--- src/design/swst_pkg.sv ---
// Shared types and constants for the sliding window statistics block.
// Used by the cells, the divider, the square root unit and the top level.
package swst_pkg;

   localparam int MAX_WINDOW  = 64;
   localparam int IDX_W       = 6;
   localparam int CNT_W       = 7;
   localparam int SAMPLE_W    = 24;
   localparam int SUM_W       = 30;
   localparam int SQSUM_W     = 53;
   localparam int VAR_W       = 47;
   localparam int DIV_NUM_W   = 60;
   localparam int DIV_DEN_W   = 14;
   localparam int SQRT_IN_W   = 48;
   localparam int SQRT_OUT_W  = 24;
   localparam int RSP_W       = 160;
   localparam int LEN_RESET   = 10;

   localparam logic ACT_ADD   = 1'b0;
   localparam logic ACT_CLEAR = 1'b1;

   typedef enum logic [1:0] {
      CELL_HOLD   = 2'd0,
      CELL_REMOVE = 2'd1,
      CELL_INSERT = 2'd2
   } cell_op_type;

   typedef struct packed {
      cell_op_type                op;
      logic signed [SAMPLE_W-1:0] key;
   } cell_ctl_type;

   typedef enum logic [10:0] {
      S_IDLE   = 11'b00000000001,
      S_REMOVE = 11'b00000000010,
      S_INSERT = 11'b00000000100,
      S_MED0   = 11'b00000001000,
      S_MED1   = 11'b00000010000,
      S_MUL    = 11'b00000100000,
      S_DIVM   = 11'b00001000000,
      S_DIVV   = 11'b00010000000,
      S_SQRT   = 11'b00100000000,
      S_DONE   = 11'b01000000000,
      S_CLEAR  = 11'b10000000000
   } state_type;

endpackage

--- src/design/swst_cell.sv ---
// One cell of the sorted window row: holds one value, shifts with its neighbors.
// Depends on swst_pkg.
module swst_cell (
   input  logic                                clock,
   input  swst_pkg::cell_ctl_type              ctl,
   input  logic                                left_live,
   input  logic signed [swst_pkg::SAMPLE_W-1:0] left_val,
   input  logic signed [swst_pkg::SAMPLE_W-1:0] right_val,
   input  logic                                own_live,
   input  logic                                reach,
   output logic signed [swst_pkg::SAMPLE_W-1:0] value
);
   import swst_pkg::*;

   logic signed [SAMPLE_W-1:0] value_ff, value_in;

   always_comb begin
      value_in = value_ff;
      case (ctl.op)
         CELL_REMOVE: begin
            if (own_live && value_ff >= ctl.key) value_in = right_val;
         end
         CELL_INSERT: begin
            if (reach) begin
               if (left_live && left_val > ctl.key) value_in = left_val;
               else if (!own_live || value_ff > ctl.key) value_in = ctl.key;
            end
         end
         default: value_in = value_ff;
      endcase
   end

   always_ff @(posedge clock) begin
      value_ff <= value_in;
   end

   assign value = value_ff;
endmodule

--- config.mk ---
export PLATFORM = sky130hd
export DESIGN_NAME = swst_cell
export DESIGN_NICKNAME = d
export VERILOG_FILES = /design/src/design/swst_pkg.sv /design/src/design/swst_cell.sv
export SDC_FILE = /design/constraint.sdc
export NUM_CORES = 1
export LEC_CHECK = 0
export ABC_CLOCK_PERIOD_IN_PS = 4600
export BUFFER_PORTS_ARGS = -buffer_cell sky130_fd_sc_hd__buf_2
export CAP_MARGIN = 20
export CORE_MARGIN = 2
export CORE_UTILIZATION = 46
export DETAILED_ROUTE_END_ITERATION = 10
export PLACE_DENSITY = 0.76
export SYNTH_ARGS = -nofsm -noshare
export SYNTH_HDL_FRONTEND = slang
export SYNTH_SLANG_ARGS = --single-unit
export TNS_END_PERCENT = 1
--- constraint.sdc ---
create_clock -name clock -period 4.6 [get_ports clock]
set_input_delay 0.69 -clock clock [delete_from_list [all_inputs] [get_ports clock]]
set_output_delay 0.69 -clock clock [all_outputs]
set_load 0.1 [all_outputs]
==> results by group <==
Run status
  – Status: finished, final reports clean

Routing
  – Met3 Routed Length: slightly above 500 um
  – Post-Route WL: 6990 um
  – DR DRC count: 0
  – DR WL/cell: 15.1 um
  – DR WL met2: 3550 um
  – DR pass1 iterations: 4
  – Met1 wire length: 2810 um
  – Drt first-iter violations: 110
  – Vias per inst: roughly 5.6
  – Antenna Nets Post-Route: 0
  – Top Metal Used: met4
  – Routed vias: 2,615

Synthesis
  – Synthesized area per cell: about 9 sq um
  – Mapped cell area: 2650 sq um
  – Count of cell types in the netlist: 28
  – Syn nets: roughly 430
  – Post-synthesis register bit count: 24
  – Seq/Total Area, Yosys: 0.272
  – Syn. warnings: 0
  – Cells after synthesis: 299

Floorplanning
  – Die area: around 6400 sq um
  – Die X: 79.9 um
  – Core Footprint: roughly 5500 sq um
  – Row count: 27
  – I/O Pins: 102
  – Initial Utilization: 0.478
  – Die H: 79.9 um

Place
  – Area post-placement: 3200 sq um
  – Final HPWL from detailed placement: 5630 um
  – IO buf count: between 100 and 150
  – Gpl congestion: 0.815

Timing
  – Clk_skew: ~0.007 ns
  – Max-slew violation count: 0
  – Tmin final: 3.28 ns
  – Slew @ Worst Pin: 0.994 ns
  – Final Setup Violations: 0
  – Relative slew slack: 0.335
  – Max Fclk: 0.305 GHz
  – RSZ-0062 raised after global routing: false
  – Setup TNS: 0 ns
  – Fin Hold WS: 0.696 ns
  – Fin crit share: 0.713
  – Fin. Hold Viols: 0

Critical path
  – Family with the most delay on the worst path: compound AO/OA/AOI/OAI gates
  – Crit path from: ctl[11]
  – Max FO, Critical Path: 25
  – Startpoint types: primary input
  – Crit path top cell by count: o211ai_1
  – Worst path required time: 4.56 ns
  – Data arrival time of the worst path: 3.24 ns
  – Buf+Inv Stages, Crit Path: 3
  – Worst Setup Path Type: in2reg
  – Worst reg2reg startpoint: value[23]
  – CP Cell Sequence: buf_2 -> inv_1 -> ha_1 -> a21oi_1 -> o21a_1 -> o211ai_1 -> a211o_1 -> or4_4 -> and2_1 -> o211ai_1 -> buf_4
  – Crit end category: register
  – CP max stage delay: ~0.6 ns
  – Slowest cell on the critical path: or4_4

Clocking
  – Clock transition at path regs: 0.09 ns
  – Post_cts resized: 0
  – CTS Buf Count: 3
  – CTS hold repair buffers: 0
  – Worst-skew pair later-pin latency: between 0.2 and 0.3 ns
  – Root Buffer: clkbuf_8
  – Clk sinks: 24
  – CTS tree: done
  – CTS Buffer Depth: 2
  – H-Tree Depth: 1
  – Postcts setup bufs: 0

Power and ir drop
  – P_sw: between 0.0003 and 0.0004 W
  – Register share of total power: 0.359
  – Clock share of power: 0.165
  – Pint: 0.000432 W
  – Sw Ratio: 0.434
  – Maximum vdd ir drop: 0.000114 V
  – Final Total Pwr: 0.000764 W
  – Comb pwr share: 0.476
  – Power Dens Cells: 236 nW/um^2
  – Static Leak: 1.60 nW

Cells and area
  – Reg area: 721 sq um
  – Commonest non-fill, non-tap cell in the layout: buf_2
  – Ant. Diodes: 0
  – Fin area: ~3200 sq um
  – Most frequent cells in the layout: buf_2, nand2_1, ha_1
  – Max reg flops: 24
  – Nets: 519
  – Syn-to-layout area delta: 22.3%
  – Layout filler cell count: 545
  – Area of the multi-input gates: 1740 sq um
  – Layout cells sized above 1: 0.340

Global routing
  – Largest net degree at the start of global routing: 50
  – Initial antenna violation count: 0
  – Vias in the first global route: about 2,600
  – GRT Overall Usage: 0.224
  – Gr ovfl total: 0
  – First-pass GRT wire length: between 10,000 and 15,000 um

Hold path
  – Hold Path Origin: right_val[10]
  – HP Class: in2reg

Job
  – Max-Cap Viols: 0
-- synth_stat cells, drive strengths merged --
library cell,count,area (sq um)
nand2,56,210
ha,48,601
nand4,36,225
inv,30,113
o211ai,29,323
edfxtp,24,721
a21oi,22,110
clkbuf,12,45.0
a21o,7,52.6
o21ai,5,25.0
buf,4,45.0
nor2,4,15.0
nand3,3,15.0
nor2b,3,26.3
a211o,2,17.5
nor4,2,12.5
o2111ai,2,17.5
o21a,2,15.0
a21boi,1,7.51
and2,1,6.26
nand2b,1,6.26
nor3,1,5.00
o21bai,1,7.51
o31a,1,8.76
o31ai,1,7.51
or4,1,11.3
-- worst paths after layout --
check,endpoint,slack (ns),cells past startpoint
worst max-delay path,value[20],1.32,11
worst min-delay path,value[10],0.70,3
worst max register to register,value[20],2.02,8
worst min register to register,value[12],1.33,7
-- kinds of logic (layout without fill, tap and decap cells) --
family	after synthesis	in the layout	synth area share
and+or+nand+nor	108	108	0.201
buffers and inverters	46	138	0.0765
adders and majority gates	48	48	0.227
DFF	24	24	0.272
AOI/OAI and AO/OA	73	73	0.223
-- worst register-to-register path, stage by stage, from the launching register on --
cell	delay, ns
edfxtp_1	0.42
ha_1	0.37
nand4_1	0.18
nor4_1	0.48
o21ai_0	0.18
a21oi_1	0.18
o21bai_1	0.08
o211ai_1	0.12
buf_4	0.28
-- cell type report --
| type | instances | area share |
|---|---|---|
| tap | 72 | 0.0278 |
| timing repair buffer | 105 | 0.165 |
| clock buffer | 3 | 0.0127 |
| sequential | 24 | 0.222 |
| multi-input combinational | 229 | 0.537 |
| inverter | 30 | 0.0348 |
-- power groups by stage --
| stage | Clock [W] | Combinational [W] | Sequential (W) |
|---|---|---|---|
| 3_3_place_gp | 0 | 0.000355 | 0.000279 |
| 4_1_cts | 0.000127 | 0.000364 | 0.000274 |
| 6_report | 0.000126 | 0.000363 | 0.000274 |
| 5_1_grt | 0.000134 | 0.000395 | 0.000276 |
| 3_5_place_dp | 0 | 0.000363 | 0.000279 |
| 2_1_floorplan | 0 | 0.000159 | 0.000390 |
-- routing by layer --
| metal | up-vias | GRT usage |
|---|---|---|
| met3 | 12 | 0.0249 |
| li1 | 1303 | - |
| met1 | 1190 | 0.280 |
| met5 | - | 0 |
| met2 | 110 | 0.394 |
| met4 | 0 | 0.0797 |
-- per-stage QoR --
stage / util / setup slack [ns] / cells
3_5_place_dp: 0.577 / 1.06 / 460
2_1_floorplan: - / 0.455 / 299
6_report: 0.585 / 1.32 / 463
3_3_place_gp: 0.577 / 1.12 / 460
4_1_cts: 0.585 / 1.33 / 463
5_1_grt: 0.585 / 1.20 / 463
Note: power is estimated with default switching activity, not from simulation.
