### src/design/swst_pkg.sv
// Shared types and constants for the sliding window statistics block.
// Used by the cells, the divider, the square root unit and the top level.
package swst_pkg;

   localparam int MAX_WINDOW  = 64;
   localparam int IDX_W       = 6;
   localparam int CNT_W       = 7;
   localparam int SAMPLE_W    = 24;
   localparam int SUM_W       = 30;
   localparam int SQSUM_W     = 53;
   localparam int VAR_W       = 47;
   localparam int DIV_NUM_W   = 60;
   localparam int DIV_DEN_W   = 14;
   localparam int SQRT_IN_W   = 48;
   localparam int SQRT_OUT_W  = 24;
   localparam int RSP_W       = 160;
   localparam int LEN_RESET   = 10;

   localparam logic ACT_ADD   = 1'b0;
   localparam logic ACT_CLEAR = 1'b1;

   typedef enum logic [1:0] {
      CELL_HOLD   = 2'd0,
      CELL_REMOVE = 2'd1,
      CELL_INSERT = 2'd2
   } cell_op_type;

   typedef struct packed {
      cell_op_type                op;
      logic signed [SAMPLE_W-1:0] key;
   } cell_ctl_type;

   typedef enum logic [10:0] {
      S_IDLE   = 11'b00000000001,
      S_REMOVE = 11'b00000000010,
      S_INSERT = 11'b00000000100,
      S_MED0   = 11'b00000001000,
      S_MED1   = 11'b00000010000,
      S_MUL    = 11'b00000100000,
      S_DIVM   = 11'b00001000000,
      S_DIVV   = 11'b00010000000,
      S_SQRT   = 11'b00100000000,
      S_DONE   = 11'b01000000000,
      S_CLEAR  = 11'b10000000000
   } state_type;

endpackage

### src/design/swst_divider.sv
// Restoring unsigned divider, one quotient bit per cycle.
// Depends on swst_pkg.
module swst_divider (
   input  logic                               clock,
   input  logic                               reset,
   input  logic                               start,
   input  logic [swst_pkg::DIV_NUM_W-1:0]     num,
   input  logic [swst_pkg::DIV_DEN_W-1:0]     den,
   output logic                               done,
   output logic [swst_pkg::DIV_NUM_W-1:0]     quot
);
   import swst_pkg::*;

   logic                 busy_ff, busy_in, done_ff, done_in;
   logic [5:0]           cnt_ff, cnt_in;
   logic [DIV_DEN_W-1:0] rem_ff, rem_in;
   logic [DIV_NUM_W-1:0] quo_ff, quo_in;
   logic [DIV_DEN_W:0]   trial, diff;
   logic                 ge;

   assign trial = {rem_ff, quo_ff[DIV_NUM_W-1]};
   assign ge    = trial >= {1'b0, den};
   assign diff  = trial - {1'b0, den};

   always_comb begin
      busy_in = busy_ff;
      done_in = 1'b0;
      cnt_in  = cnt_ff;
      rem_in  = rem_ff;
      quo_in  = quo_ff;
      if (start) begin
         busy_in = 1'b1;
         cnt_in  = '0;
         rem_in  = '0;
         quo_in  = num;
      end else if (busy_ff) begin
         rem_in = ge ? diff[DIV_DEN_W-1:0] : trial[DIV_DEN_W-1:0];
         quo_in = {quo_ff[DIV_NUM_W-2:0], ge};
         cnt_in = cnt_ff + 6'd1;
         if (cnt_ff == 6'(DIV_NUM_W - 1)) begin
            busy_in = 1'b0;
            done_in = 1'b1;
         end
      end
   end

   always_ff @(posedge clock) begin
      if (reset) begin
         busy_ff <= 1'b0;
         done_ff <= 1'b0;
         cnt_ff  <= '0;
      end else begin
         busy_ff <= busy_in;
         done_ff <= done_in;
         cnt_ff  <= cnt_in;
      end
      rem_ff <= rem_in;
      quo_ff <= quo_in;
   end

   assign done = done_ff;
   assign quot = quo_ff;
endmodule

### config.mk
export PLATFORM = sky130hd
export DESIGN_NAME = swst_divider
export DESIGN_NICKNAME = d
export VERILOG_FILES = /design/src/design/swst_pkg.sv /design/src/design/swst_divider.sv
export SDC_FILE = /design/constraint.sdc
export NUM_CORES = 1
export LEC_CHECK = 0
export ABC_AREA = 1
export BUFFER_PORTS_ARGS = -buffer_cell sky130_fd_sc_hd__buf_2
export CORE_UTILIZATION = 45
export CTS_CLUSTER_DIAMETER = 80
export DETAILED_ROUTE_END_ITERATION = 8
export GPL_TIMING_DRIVEN = 0
export PLACE_DENSITY = 0.78
export SLEW_MARGIN = 40
export SYNTH_ARGS = -nofsm -noshare
export SYNTH_HDL_FRONTEND = slang
export SYNTH_SLANG_ARGS = --single-unit
### constraint.sdc
create_clock -name clock -period 6.05 [get_ports clock]
set_input_delay 1.21 -clock clock [delete_from_list [all_inputs] [get_ports clock]]
set_output_delay 1.21 -clock clock [all_outputs]
set_load 0.005 [all_outputs]
==> metrics.md <==
| Metric | Value |
|---|---|
| Total number of vias | `4081` |
| Slowest-stage cell, CP | `ha_1` |
| DR DRC count | `0` |
| Clock Path Buffers | `2` |
| Worst reg2reg endpoint | `quot[0]` |
| RSZ-0062 raised after global routing | `false` |
| Cts hold-fix bufs | `0` |
| Clock latency on the worst-skew pair | `0.36 ns` |
| Post-route ant nets | `0` |
| Crit path launch type | `input port` |
| Final Wtd Congestion | `0.893` |
| Core area | `9370 µm²` |
| Worst Setup End Kind | `register` |
| Max incr delay on CP | `0.34 ns` |
| Total Power | `0.00125 W` |
| P_leak | `2.82 nW` |
| 1st-pass router iterations | `4` |
| Hold Crit Depth | `2` |
| R2R setup slack | `3.95 ns` |
| Largest net degree at the start of global routing | `44` |
| Simple-gate area share of the yosys netlist | `0.338` |
| FF+latch count, synth | `82` |
| Reg2reg start | `rem_ff[9]` |
| Ys Warns | `0` |
| Total track usage | `0.223` |
| Row cnt | `35` |
| Chip height | `101 µm` |
| Synth Area in Compound Gates | `0.0283` |
| Synthesized net count | `656` |
| Ant. Diodes | `0` |
| Rel. slew slack | `0.600` |
| Minimum clock period | `~2.7 ns` |
| Main combinational cell family by area after synthesis | `simple AND/OR/NAND/NOR gates` |
| Synth-to-Final Area Change | `23.9%` |
| TritonCTS clock tree | `built` |
| Drt total wl | `11.0 mm` |
| Crit path max-delay family | `simple AND/OR/NAND/NOR gates` |
| Worst EP required | `just over 6 ns` |
| Leading cell type in the layout, fill and taps excluded | `nand2_1` |
| CTS H-tree lvls | `3` |
| Syn Inst Count | `about 560` |
| Seq/Total Area, Yosys | `0.508` |
| Post-cts resize count | `0` |
| Max VDD drop | `0.142 mV` |
| Slew @ Worst Pin | `around 0.6 ns` |
| I/O pins | `~140` |
| CP arrival | `2.84 ns` |
| Most frequent cells in the layout | `279 x nand2_1, 137 x buf_2, 60 x edfxtp_1` |
| Clk sinks | `82` |
| Kind of critical path | `in -> reg` |
| Critical path buffer and inverter count | `4` |
| Iteration-0 DRC Markers | `159` |
| Max-Cap Viols | `0` |
| Synth Area in XOR/XNOR | `0.0159` |
| Mux contribution to synthesized area | `0` |
| Status | `completed` |
| Max Freq | `approximately 370 MHz` |
| Min-Delay Startpoint | `rem_ff[5]` |
| FF-to-FF path depth | `10` |
| First-pass GRT wire length | `17.6 mm` |
| Fin. Hold Viols | `0` |
| Final setup violation count | `0` |
| Most used cell, CP | `nand2_1` |
| CTS Buf Count | `9` |
| Antenna violations before repair | `0` |
| Die Span X | `101 µm` |
| Share of cells above drive strength 1 | `0.240` |
| Die area | `approximately 10000 µm²` |
| Post-DP HPWL | `between 8 and 9 mm` |
| Starting Density | `0.471` |
| Hold Path Sink | `rem_ff[5]` |
| Number of global-route vias before repair | `3795` |
| Total negative slack | `0 ns` |
| Root buf cell | `clkbuf_8` |
| Worst Hold Class | `reg -> reg` |
| Pwr Density | `228 nW/µm²` |
| Max Slew Vio Count | `0` |
| Skew final | `0.0161 ns` |
| Distinct cells, synth | `30` |
| PortBufs | `137` |
| Mapped Area | `4410 µm²` |
| Post-CTS Setup Inserts | `0` |
| Wire per inst | `about 13 µm` |
| CP cell instances | `buf_2 > inv_1 > ha_1 > nand2_1 > inv_1 > nand2_1 > nand2_1 > a21oi_2 > nand3_4 > buf_4 > nand2_1 > nand2_1` |
| Syn_area_per_cell | `7.85 µm²` |
| Area share of fa/ha/maj cells after synthesis | `0.0499` |
| Crit path max fanout | `10` |
| Drt via density | `4.83` |
| Final-stage net count | `805` |
| Grt ovf | `0` |
| CTS clk-pin slew, worst paths | `0.09 ns` |
| Period utilisation layout | `0.449` |
==> cells by family after synthesis <==
family,Yosys count
flops,82
simple gates,366
xor+xnor,8
compound gates,22
buf+inv,67
fa+ha+maj,17
==> state kept, by name, summed over array words and instances, names as in the netlist <==
register,flops
busy_ff,1
quot,60
cnt_ff,6
rem_ff,14
done,1
==> area by class of cell <==
cell class,instances,area [µm²]
repair buffers,138,706
flip-flops and latches,82,2240
clock inverters,7,60.1
fillers,911,3900
clock buffers,9,124
plain buffers,16,75.1
multi-input cells,413,1910
well taps,129,161
inverters,51,194
==> synthesized netlist by cell type <==
library cell,n,area share
a21boi_0,1,0.0017
a21oi_1,10,0.011
a21oi_2,2,0.0040
and2_1,2,0.0028
and3_1,1,0.0014
buf_4,1,0.0017
buf_8,1,0.0034
clkbuf_1,14,0.012
clkinv_1,2,0.0017
dfxtp_1,22,0.10
edfxtp_1,60,0.41
fa_1,1,0.0045
ha_1,16,0.045
inv_1,49,0.042
nand2_1,279,0.24
nand2_2,3,0.0043
nand3_1,22,0.025
nand3_4,1,0.0040
nand4_1,8,0.011
nand4_2,1,0.0028
nor2_1,37,0.031
nor2_2,7,0.0099
nor3_1,3,0.0034
nor3_2,1,0.0023
nor3b_1,1,0.0017
o21ai_0,6,0.0068
o21ai_1,1,0.0011
o21bai_1,2,0.0034
xnor2_1,4,0.0079
xor2_1,4,0.0079
==> worst max path at each step <==
| stage | startpoint | endpoint | cells past startpoint |
|---|---|---|---|
| 5_1_grt | den[10] | quot[0] | 12 |
| 3_3_place_gp | start | quot[13] | 4 |
| 2_1_floorplan | start | quot[0] | 3 |
| 4_1_cts | den[10] | quot[0] | 10 |
| 3_5_place_dp | den[10] | quot[0] | 10 |
| 6_report | den[10] | quot[0] | 12 |
==> worst register-to-register path: stages, from the launching register on <==
cell	delay, ns
dfxtp_1	0.35
ha_1	0.34
nand2_1	0.13
inv_1	0.05
nand2_1	0.07
nand2_1	0.08
a21oi_2	0.31
nand3_4	0.20
buf_4	0.24
nand2_1	0.07
nand2_1	0.05
==> metrics by stage <==
step / instances / util / setup WS [ns] / cell area (µm²) / hold WS (ns)
4_1_cts: 845 / 0.583 / 3.34 / 5470 / 0.483
3_5_place_dp: 829 / 0.564 / 2.96 / 5280 / 0.465
3_3_place_gp: 828 / 0.561 / 1.93 / 5260 / 0.462
5_1_grt: 845 / 0.583 / 3.17 / 5470 / 0.503
2_1_floorplan: 562 / - / 2.84 / 4410 / 0.449
6_report: 845 / 0.583 / 3.33 / 5470 / 0.478
==> routing by layer <==
layer,vias up,track usage,part of all wire
met4,0,0.0546,0.010
li1,2081,-,-
met3,8,0.0728,0.070
met1,1870,0.265,0.42
met5,-,0,0
met2,122,0.389,0.50
==> power by group <==
part | leakage [nW] | switching [W] | internal [W]
sequential | 0.794 | 0.0000248 | 0.000658
combinational | 1.93 | 0.000105 | 0.0000790
clock | 0.0901 | 0.000224 | 0.000157
No activity file was read; power rests on OpenSTA's default activity.
