## src/design/swst_pkg.sv

```systemverilog
// Shared types and constants for the sliding window statistics block.
// Used by the cells, the divider, the square root unit and the top level.
package swst_pkg;

   localparam int MAX_WINDOW  = 64;
   localparam int IDX_W       = 6;
   localparam int CNT_W       = 7;
   localparam int SAMPLE_W    = 24;
   localparam int SUM_W       = 30;
   localparam int SQSUM_W     = 53;
   localparam int VAR_W       = 47;
   localparam int DIV_NUM_W   = 60;
   localparam int DIV_DEN_W   = 14;
   localparam int SQRT_IN_W   = 48;
   localparam int SQRT_OUT_W  = 24;
   localparam int RSP_W       = 160;
   localparam int LEN_RESET   = 10;

   localparam logic ACT_ADD   = 1'b0;
   localparam logic ACT_CLEAR = 1'b1;

   typedef enum logic [1:0] {
      CELL_HOLD   = 2'd0,
      CELL_REMOVE = 2'd1,
      CELL_INSERT = 2'd2
   } cell_op_type;

   typedef struct packed {
      cell_op_type                op;
      logic signed [SAMPLE_W-1:0] key;
   } cell_ctl_type;

   typedef enum logic [10:0] {
      S_IDLE   = 11'b00000000001,
      S_REMOVE = 11'b00000000010,
      S_INSERT = 11'b00000000100,
      S_MED0   = 11'b00000001000,
      S_MED1   = 11'b00000010000,
      S_MUL    = 11'b00000100000,
      S_DIVM   = 11'b00001000000,
      S_DIVV   = 11'b00010000000,
      S_SQRT   = 11'b00100000000,
      S_DONE   = 11'b01000000000,
      S_CLEAR  = 11'b10000000000
   } state_type;

endpackage

```

## src/design/swst_sqrt.sv

```systemverilog
// Digit by digit floor square root, one result bit per cycle.
// Depends on swst_pkg.
module swst_sqrt (
   input  logic                               clock,
   input  logic                               reset,
   input  logic                               start,
   input  logic [swst_pkg::SQRT_IN_W-1:0]     radicand,
   output logic                               done,
   output logic [swst_pkg::SQRT_OUT_W-1:0]    root
);
   import swst_pkg::*;

   logic                    busy_ff, busy_in, done_ff, done_in;
   logic [4:0]              cnt_ff, cnt_in;
   logic [SQRT_OUT_W+1:0]   rem_ff, rem_in;
   logic [SQRT_OUT_W-1:0]   root_ff, root_in;
   logic [SQRT_IN_W-1:0]    x_ff, x_in;
   logic [SQRT_OUT_W+3:0]   cur, diff;
   logic [SQRT_OUT_W+1:0]   trial;
   logic                    ge;

   assign cur   = {rem_ff, x_ff[SQRT_IN_W-1:SQRT_IN_W-2]};
   assign trial = {root_ff, 2'b01};
   assign ge    = cur >= {2'b00, trial};
   assign diff  = cur - {2'b00, trial};

   always_comb begin
      busy_in = busy_ff;
      done_in = 1'b0;
      cnt_in  = cnt_ff;
      rem_in  = rem_ff;
      root_in = root_ff;
      x_in    = x_ff;
      if (start) begin
         busy_in = 1'b1;
         cnt_in  = '0;
         rem_in  = '0;
         root_in = '0;
         x_in    = radicand;
      end else if (busy_ff) begin
         rem_in  = ge ? diff[SQRT_OUT_W+1:0] : cur[SQRT_OUT_W+1:0];
         root_in = {root_ff[SQRT_OUT_W-2:0], ge};
         x_in    = {x_ff[SQRT_IN_W-3:0], 2'b00};
         cnt_in  = cnt_ff + 5'd1;
         if (cnt_ff == 5'(SQRT_OUT_W - 1)) begin
            busy_in = 1'b0;
            done_in = 1'b1;
         end
      end
   end

   always_ff @(posedge clock) begin
      if (reset) begin
         busy_ff <= 1'b0;
         done_ff <= 1'b0;
         cnt_ff  <= '0;
      end else begin
         busy_ff <= busy_in;
         done_ff <= done_in;
         cnt_ff  <= cnt_in;
      end
      rem_ff  <= rem_in;
      root_ff <= root_in;
      x_ff    <= x_in;
   end

   assign done = done_ff;
   assign root = root_ff;
endmodule

```

## config.mk

```make
export PLATFORM = sky130hd
export DESIGN_NAME = swst_sqrt
export DESIGN_NICKNAME = d
export VERILOG_FILES = /design/src/design/swst_pkg.sv /design/src/design/swst_sqrt.sv
export SDC_FILE = /design/constraint.sdc
export NUM_CORES = 1
export LEC_CHECK = 0
export BUFFER_PORTS_ARGS = -buffer_cell sky130_fd_sc_hd__buf_2
export CORE_UTILIZATION = 25
export CTS_CLUSTER_SIZE = 16
export DETAILED_ROUTE_END_ITERATION = 6
export GPL_TIMING_DRIVEN = 0
export PLACE_DENSITY_LB_ADDON = 0.08
export SYNTH_ARGS = -nofsm -noshare
export SYNTH_HDL_FRONTEND = slang
export SYNTH_SLANG_ARGS = --single-unit
```

## constraint.sdc

```tcl
create_clock -name clock -period 7.6 [get_ports clock]
set_input_delay 0 -clock clock [delete_from_list [all_inputs] [get_ports clock]]
set_output_delay 0 -clock clock [all_outputs]
set_load 0.05 [all_outputs]
```

==> run summary <==
In this run the count of I/O pins placed on the die edge is 76. The relative contribution of combinational cells to total power came out at 38.3%. The initial standard-cell utilization of the core is 25.6%. The number of endpoints with negative hold slack in the final report came to 0. TritonCTS built the clock tree.

The total setup violations reported at the end of the flow came out at 0. The data arrival at the endpoint of the critical path came out at 3.28 ns. The static leakage came out at 2.90 nW. Max-cap violations in this run came to 0.

Measured along the y axis, the die boundary spans 155 microns. The floorplan step defined a die boundary enclosing 23900 sq um. The proportion of synthesized flip-flops having asynchronous set or reset is 0%. The count of antenna diodes in the layout is 0. For the worst setup path, the data required time is 7.81 ns. The kind of end point of the critical path is a flop. The last weighted congestion value of the routability-driven placer is 0.862. The critical path in this run is classified as reg2reg. Buffers added to address setup during post-CTS repair amount to 0. The dominant cell type by area after synthesis is sky130_fd_sc_hd__edfxtp_1. The power density over cell area came out at 253 nW/um^2.

The detailed-route wire length per cell is 15.5 microns. The sequential share of power came out at 36.3%. The first-pass GRT wire length came out at 26.0 mm.

After synthesis, the cell types taking the most area are sky130_fd_sc_hd__edfxtp_1 (25%), sky130_fd_sc_hd__dfxtp_1 (20%), sky130_fd_sc_hd__mux2_2 (8.9%), sky130_fd_sc_hd__ha_1 (5.8%), sky130_fd_sc_hd__nor2_1 (4.5%). The number of max-slew violations in the final report came to 0. The filler cell count came out at 2394. Of the cells placed in the final design, the portion with a size suffix greater than 1 is 23.8%. The largest driver fanout on the critical path came out at 10. After routing, the total negative slack on setup checks comes to 0 ns. The time the worst path needs with I/O delays and setup came out at 3.07 ns.

The clock latency of the later-clocked register in the worst-skew pair is 0.36 ns. The worst hold path belongs to the class in2reg. The area added between synthesis and finish came out at 26.7%. Clock-pin slew was measured on the worst setup and hold paths at 0.08 ns. The worst-case IR drop observed on VDD is 0.120 mV. The fmax is 0.326 GHz. Setup repair after global routing left no endpoint under its margin.

The port buffer count is 75. The post-synthesis net count is 657. The synthesized design contains 48 enable-type register cells. The global routing usage summed across all routing layers is 13.9%.

The core area is 22800 sq um. The horizontal die dimension is 155 microns. The total number of vias came out at 4731.

The count of unique library cells instantiated by Yosys came out at 59. The proportion of power drawn by the clock network is 25.5%. The area share of the largest cell type after synthesis is 24.7%.

The initial antenna violation count came out at 0. The CTS sink count came out at 105. The switching power is 0.000698 W. The iteration count of the initial detailed-routing pass is 4.

The residual antenna-violating net count after detailed routing came out at 0. The flip-flop cell with the highest count after synthesis is sky130_fd_sc_hd__dfxtp_1. The number of design-rule violations left by the first detailed-router iteration came out at 176.

The clock tree buffer depth came out at 2. The wire length on met1 came out at 7.97 mm. The internal cell power came out at 0.00117 W. The aggregate global routing overflow is 0. The instance count of the mapped netlist came out at 579. For this run, design rule violations remaining after detail routing come to 0. The via count of the first global-routing pass came to 4796.

The headroom to the max-slew limit is 23.6%. The highest routing layer actually used is met4. After detailed routing, the number of vias per cell comes to 4.58. The average cell area after synthesis came out at 10.1 sq um. The placement row count came out at 55. The final worst-path cycle share came out at 40.3%. The met3 layer wire length in the routed design is 581 microns. The library cell used most frequently in the layout, excluding fill and tap cells, is sky130_fd_sc_hd__buf_2. The type of origin of the critical path is a flop. The library cells used most frequently in the layout, excluding fill and tap cells, are sky130_fd_sc_hd__buf_2 (80), sky130_fd_sc_hd__nor2_1 (70), sky130_fd_sc_hd__nand2_1 (57), sky130_fd_sc_hd__dfxtp_1 (57), sky130_fd_sc_hd__dlygate4sd3_1 (49). The sum of met2 wire segment lengths after detailed routing came out at 7.08 mm. The transition time at the pin with the least slew margin is 1.15 ns. The share of the core filled with cells in the final layout came out at 32.4%.

The worst clock skew came out at 0.0126 ns. Clock tree synthesis inserted a total of 9 buffers. The final wirelength came out at 16.0 mm. The count of yosys warnings during synthesis came out at 0.

The HPWL after detailed placement is 11.4 mm. The fraction of power spent switching nets is 37.3%. The clock root buffer is sky130_fd_sc_hd__clkbuf_16. The fraction of the yosys area taken by sequential cells is 44.3%. The flip-flop and latch count after synthesis is 105.

After synthesis the cells add up to 5830 sq um. The net count of the finished layout is 792. The number of H-tree levels is 3. The flow ran to the end, and the final reports show no timing, DRC or antenna violations. Entering global routing, the biggest net connects 49 pins.
[per-stage QoR]
stage | total power (W) | std cells | instance area (sq um) | hold WS, ns | worst slack, ns
3_5_place_dp | 0.00139 | 967 | 6600 | 0.177 | 4.53
5_1_grt | 0.00199 | 1032 | 7390 | 0.191 | 4.24
2_1_floorplan | 0.00120 | 579 | 5830 | 0.0724 | 4.73
6_report | 0.00187 | 1032 | 7390 | 0.164 | 4.53
3_3_place_gp | 0.00138 | 967 | 6600 | 0.182 | 4.52
4_1_cts | 0.00190 | 1032 | 7390 | 0.156 | 4.52
[state kept, by name, indices dropped and copies added, names as in the netlist]
signal and count:
root 24, cnt_ff 5, x_ff 48, done 1, rem_ff 26, busy_ff 1
[cells by family after synthesis]
kind of cell / count (synthesis) / share of synthesized area, %
flops: 105 / 44.3
mux: 72 / 13.4
buf+inv: 60 / 4.25
compound gates: 114 / 15.3
simple gates: 181 / 14.0
fa+ha+maj: 27 / 5.80
xor+xnor: 20 / 3.00
[area by class of cell]
class                           instances  area, sq um  area share [%]
Clock inverter                          7         73.8           0.999
Tap cell                              313          392            5.30
Timing Repair Buffer                  124          866            11.7
Buffer                                 29          131            1.78
Multi-Input combinational cell        414         3000            40.6
Inverter                               31          116            1.58
Sequential cell                       105         2580            35.0
Clock buffer                            9          225            3.05
[power groups by stage]
stage	Combinational, W	Clock, W	Sequential (W)
finish	0.000716	0.000477	0.000679
CTS	0.000719	0.000500	0.000679
detailed placement	0.000695	0	0.000691
floorplan	0.000517	0	0.000684
global placement	0.000690	0	0.000691
global route	0.000792	0.000516	0.000686
[synth_stat cells (11+ instances only)]
| master | instances |
|---|---|
| sky130_fd_sc_hd__a21oi_1 | 28 |
| sky130_fd_sc_hd__clkbuf_1 | 17 |
| sky130_fd_sc_hd__dfxtp_1 | 57 |
| sky130_fd_sc_hd__edfxtp_1 | 48 |
| sky130_fd_sc_hd__ha_1 | 27 |
| sky130_fd_sc_hd__inv_1 | 31 |
| sky130_fd_sc_hd__mux2_2 | 46 |
| sky130_fd_sc_hd__mux2i_1 | 26 |
| sky130_fd_sc_hd__nand2_1 | 57 |
| sky130_fd_sc_hd__nand3_1 | 14 |
| sky130_fd_sc_hd__nor2_1 | 70 |
| sky130_fd_sc_hd__nor3_1 | 11 |
| sky130_fd_sc_hd__o21ai_0 | 18 |
| sky130_fd_sc_hd__xnor2_1 | 12 |
[worst max-delay path, cell delays in order (launching register included)]
cell and delay [ns]:
sky130_fd_sc_hd__dfxtp_1 0.38, sky130_fd_sc_hd__inv_1 0.07, sky130_fd_sc_hd__ha_1 0.35, sky130_fd_sc_hd__nor2b_4 0.15
sky130_fd_sc_hd__o31ai_2 0.33, sky130_fd_sc_hd__a21oi_2 0.15, sky130_fd_sc_hd__o31a_1 0.36, sky130_fd_sc_hd__o221ai_1 0.42
sky130_fd_sc_hd__nand2_1 0.18, sky130_fd_sc_hd__buf_2 0.27, sky130_fd_sc_hd__o211ai_1 0.20, sky130_fd_sc_hd__a21oi_1 0.08
[path summary, 6_finish.rpt]
kind                                 from                 endpoint  slack [ns]  cells past startpoint
hold reg to reg   rem_ff[23]$_SDFFE_PP0P_  rem_ff[25]$_SDFFE_PP0P_        0.50                      2
setup / recovery     root[0]$_SDFFE_PP0P_  rem_ff[15]$_SDFFE_PP0P_        4.53                     11
hold / removal                      start          done$_SDFF_PP0_        0.16                      4
setup reg to reg     root[0]$_SDFFE_PP0P_  rem_ff[15]$_SDFFE_PP0P_        4.53                     11
[per-layer routing]
metal / vias to the layer above / GRT usage, %
met5: - / 0
met4: 0 / 4.76
met3: 19 / 2.41
met2: 90 / 22.0
met1: 2257 / 19.0
li1: 2365 / -
[timing repair]
item,CTS,global route
endpoints found under the hold margin,49,0
resized for setup,0,0
hold buffers,49,0
Power figures use the tool's default switching activity.
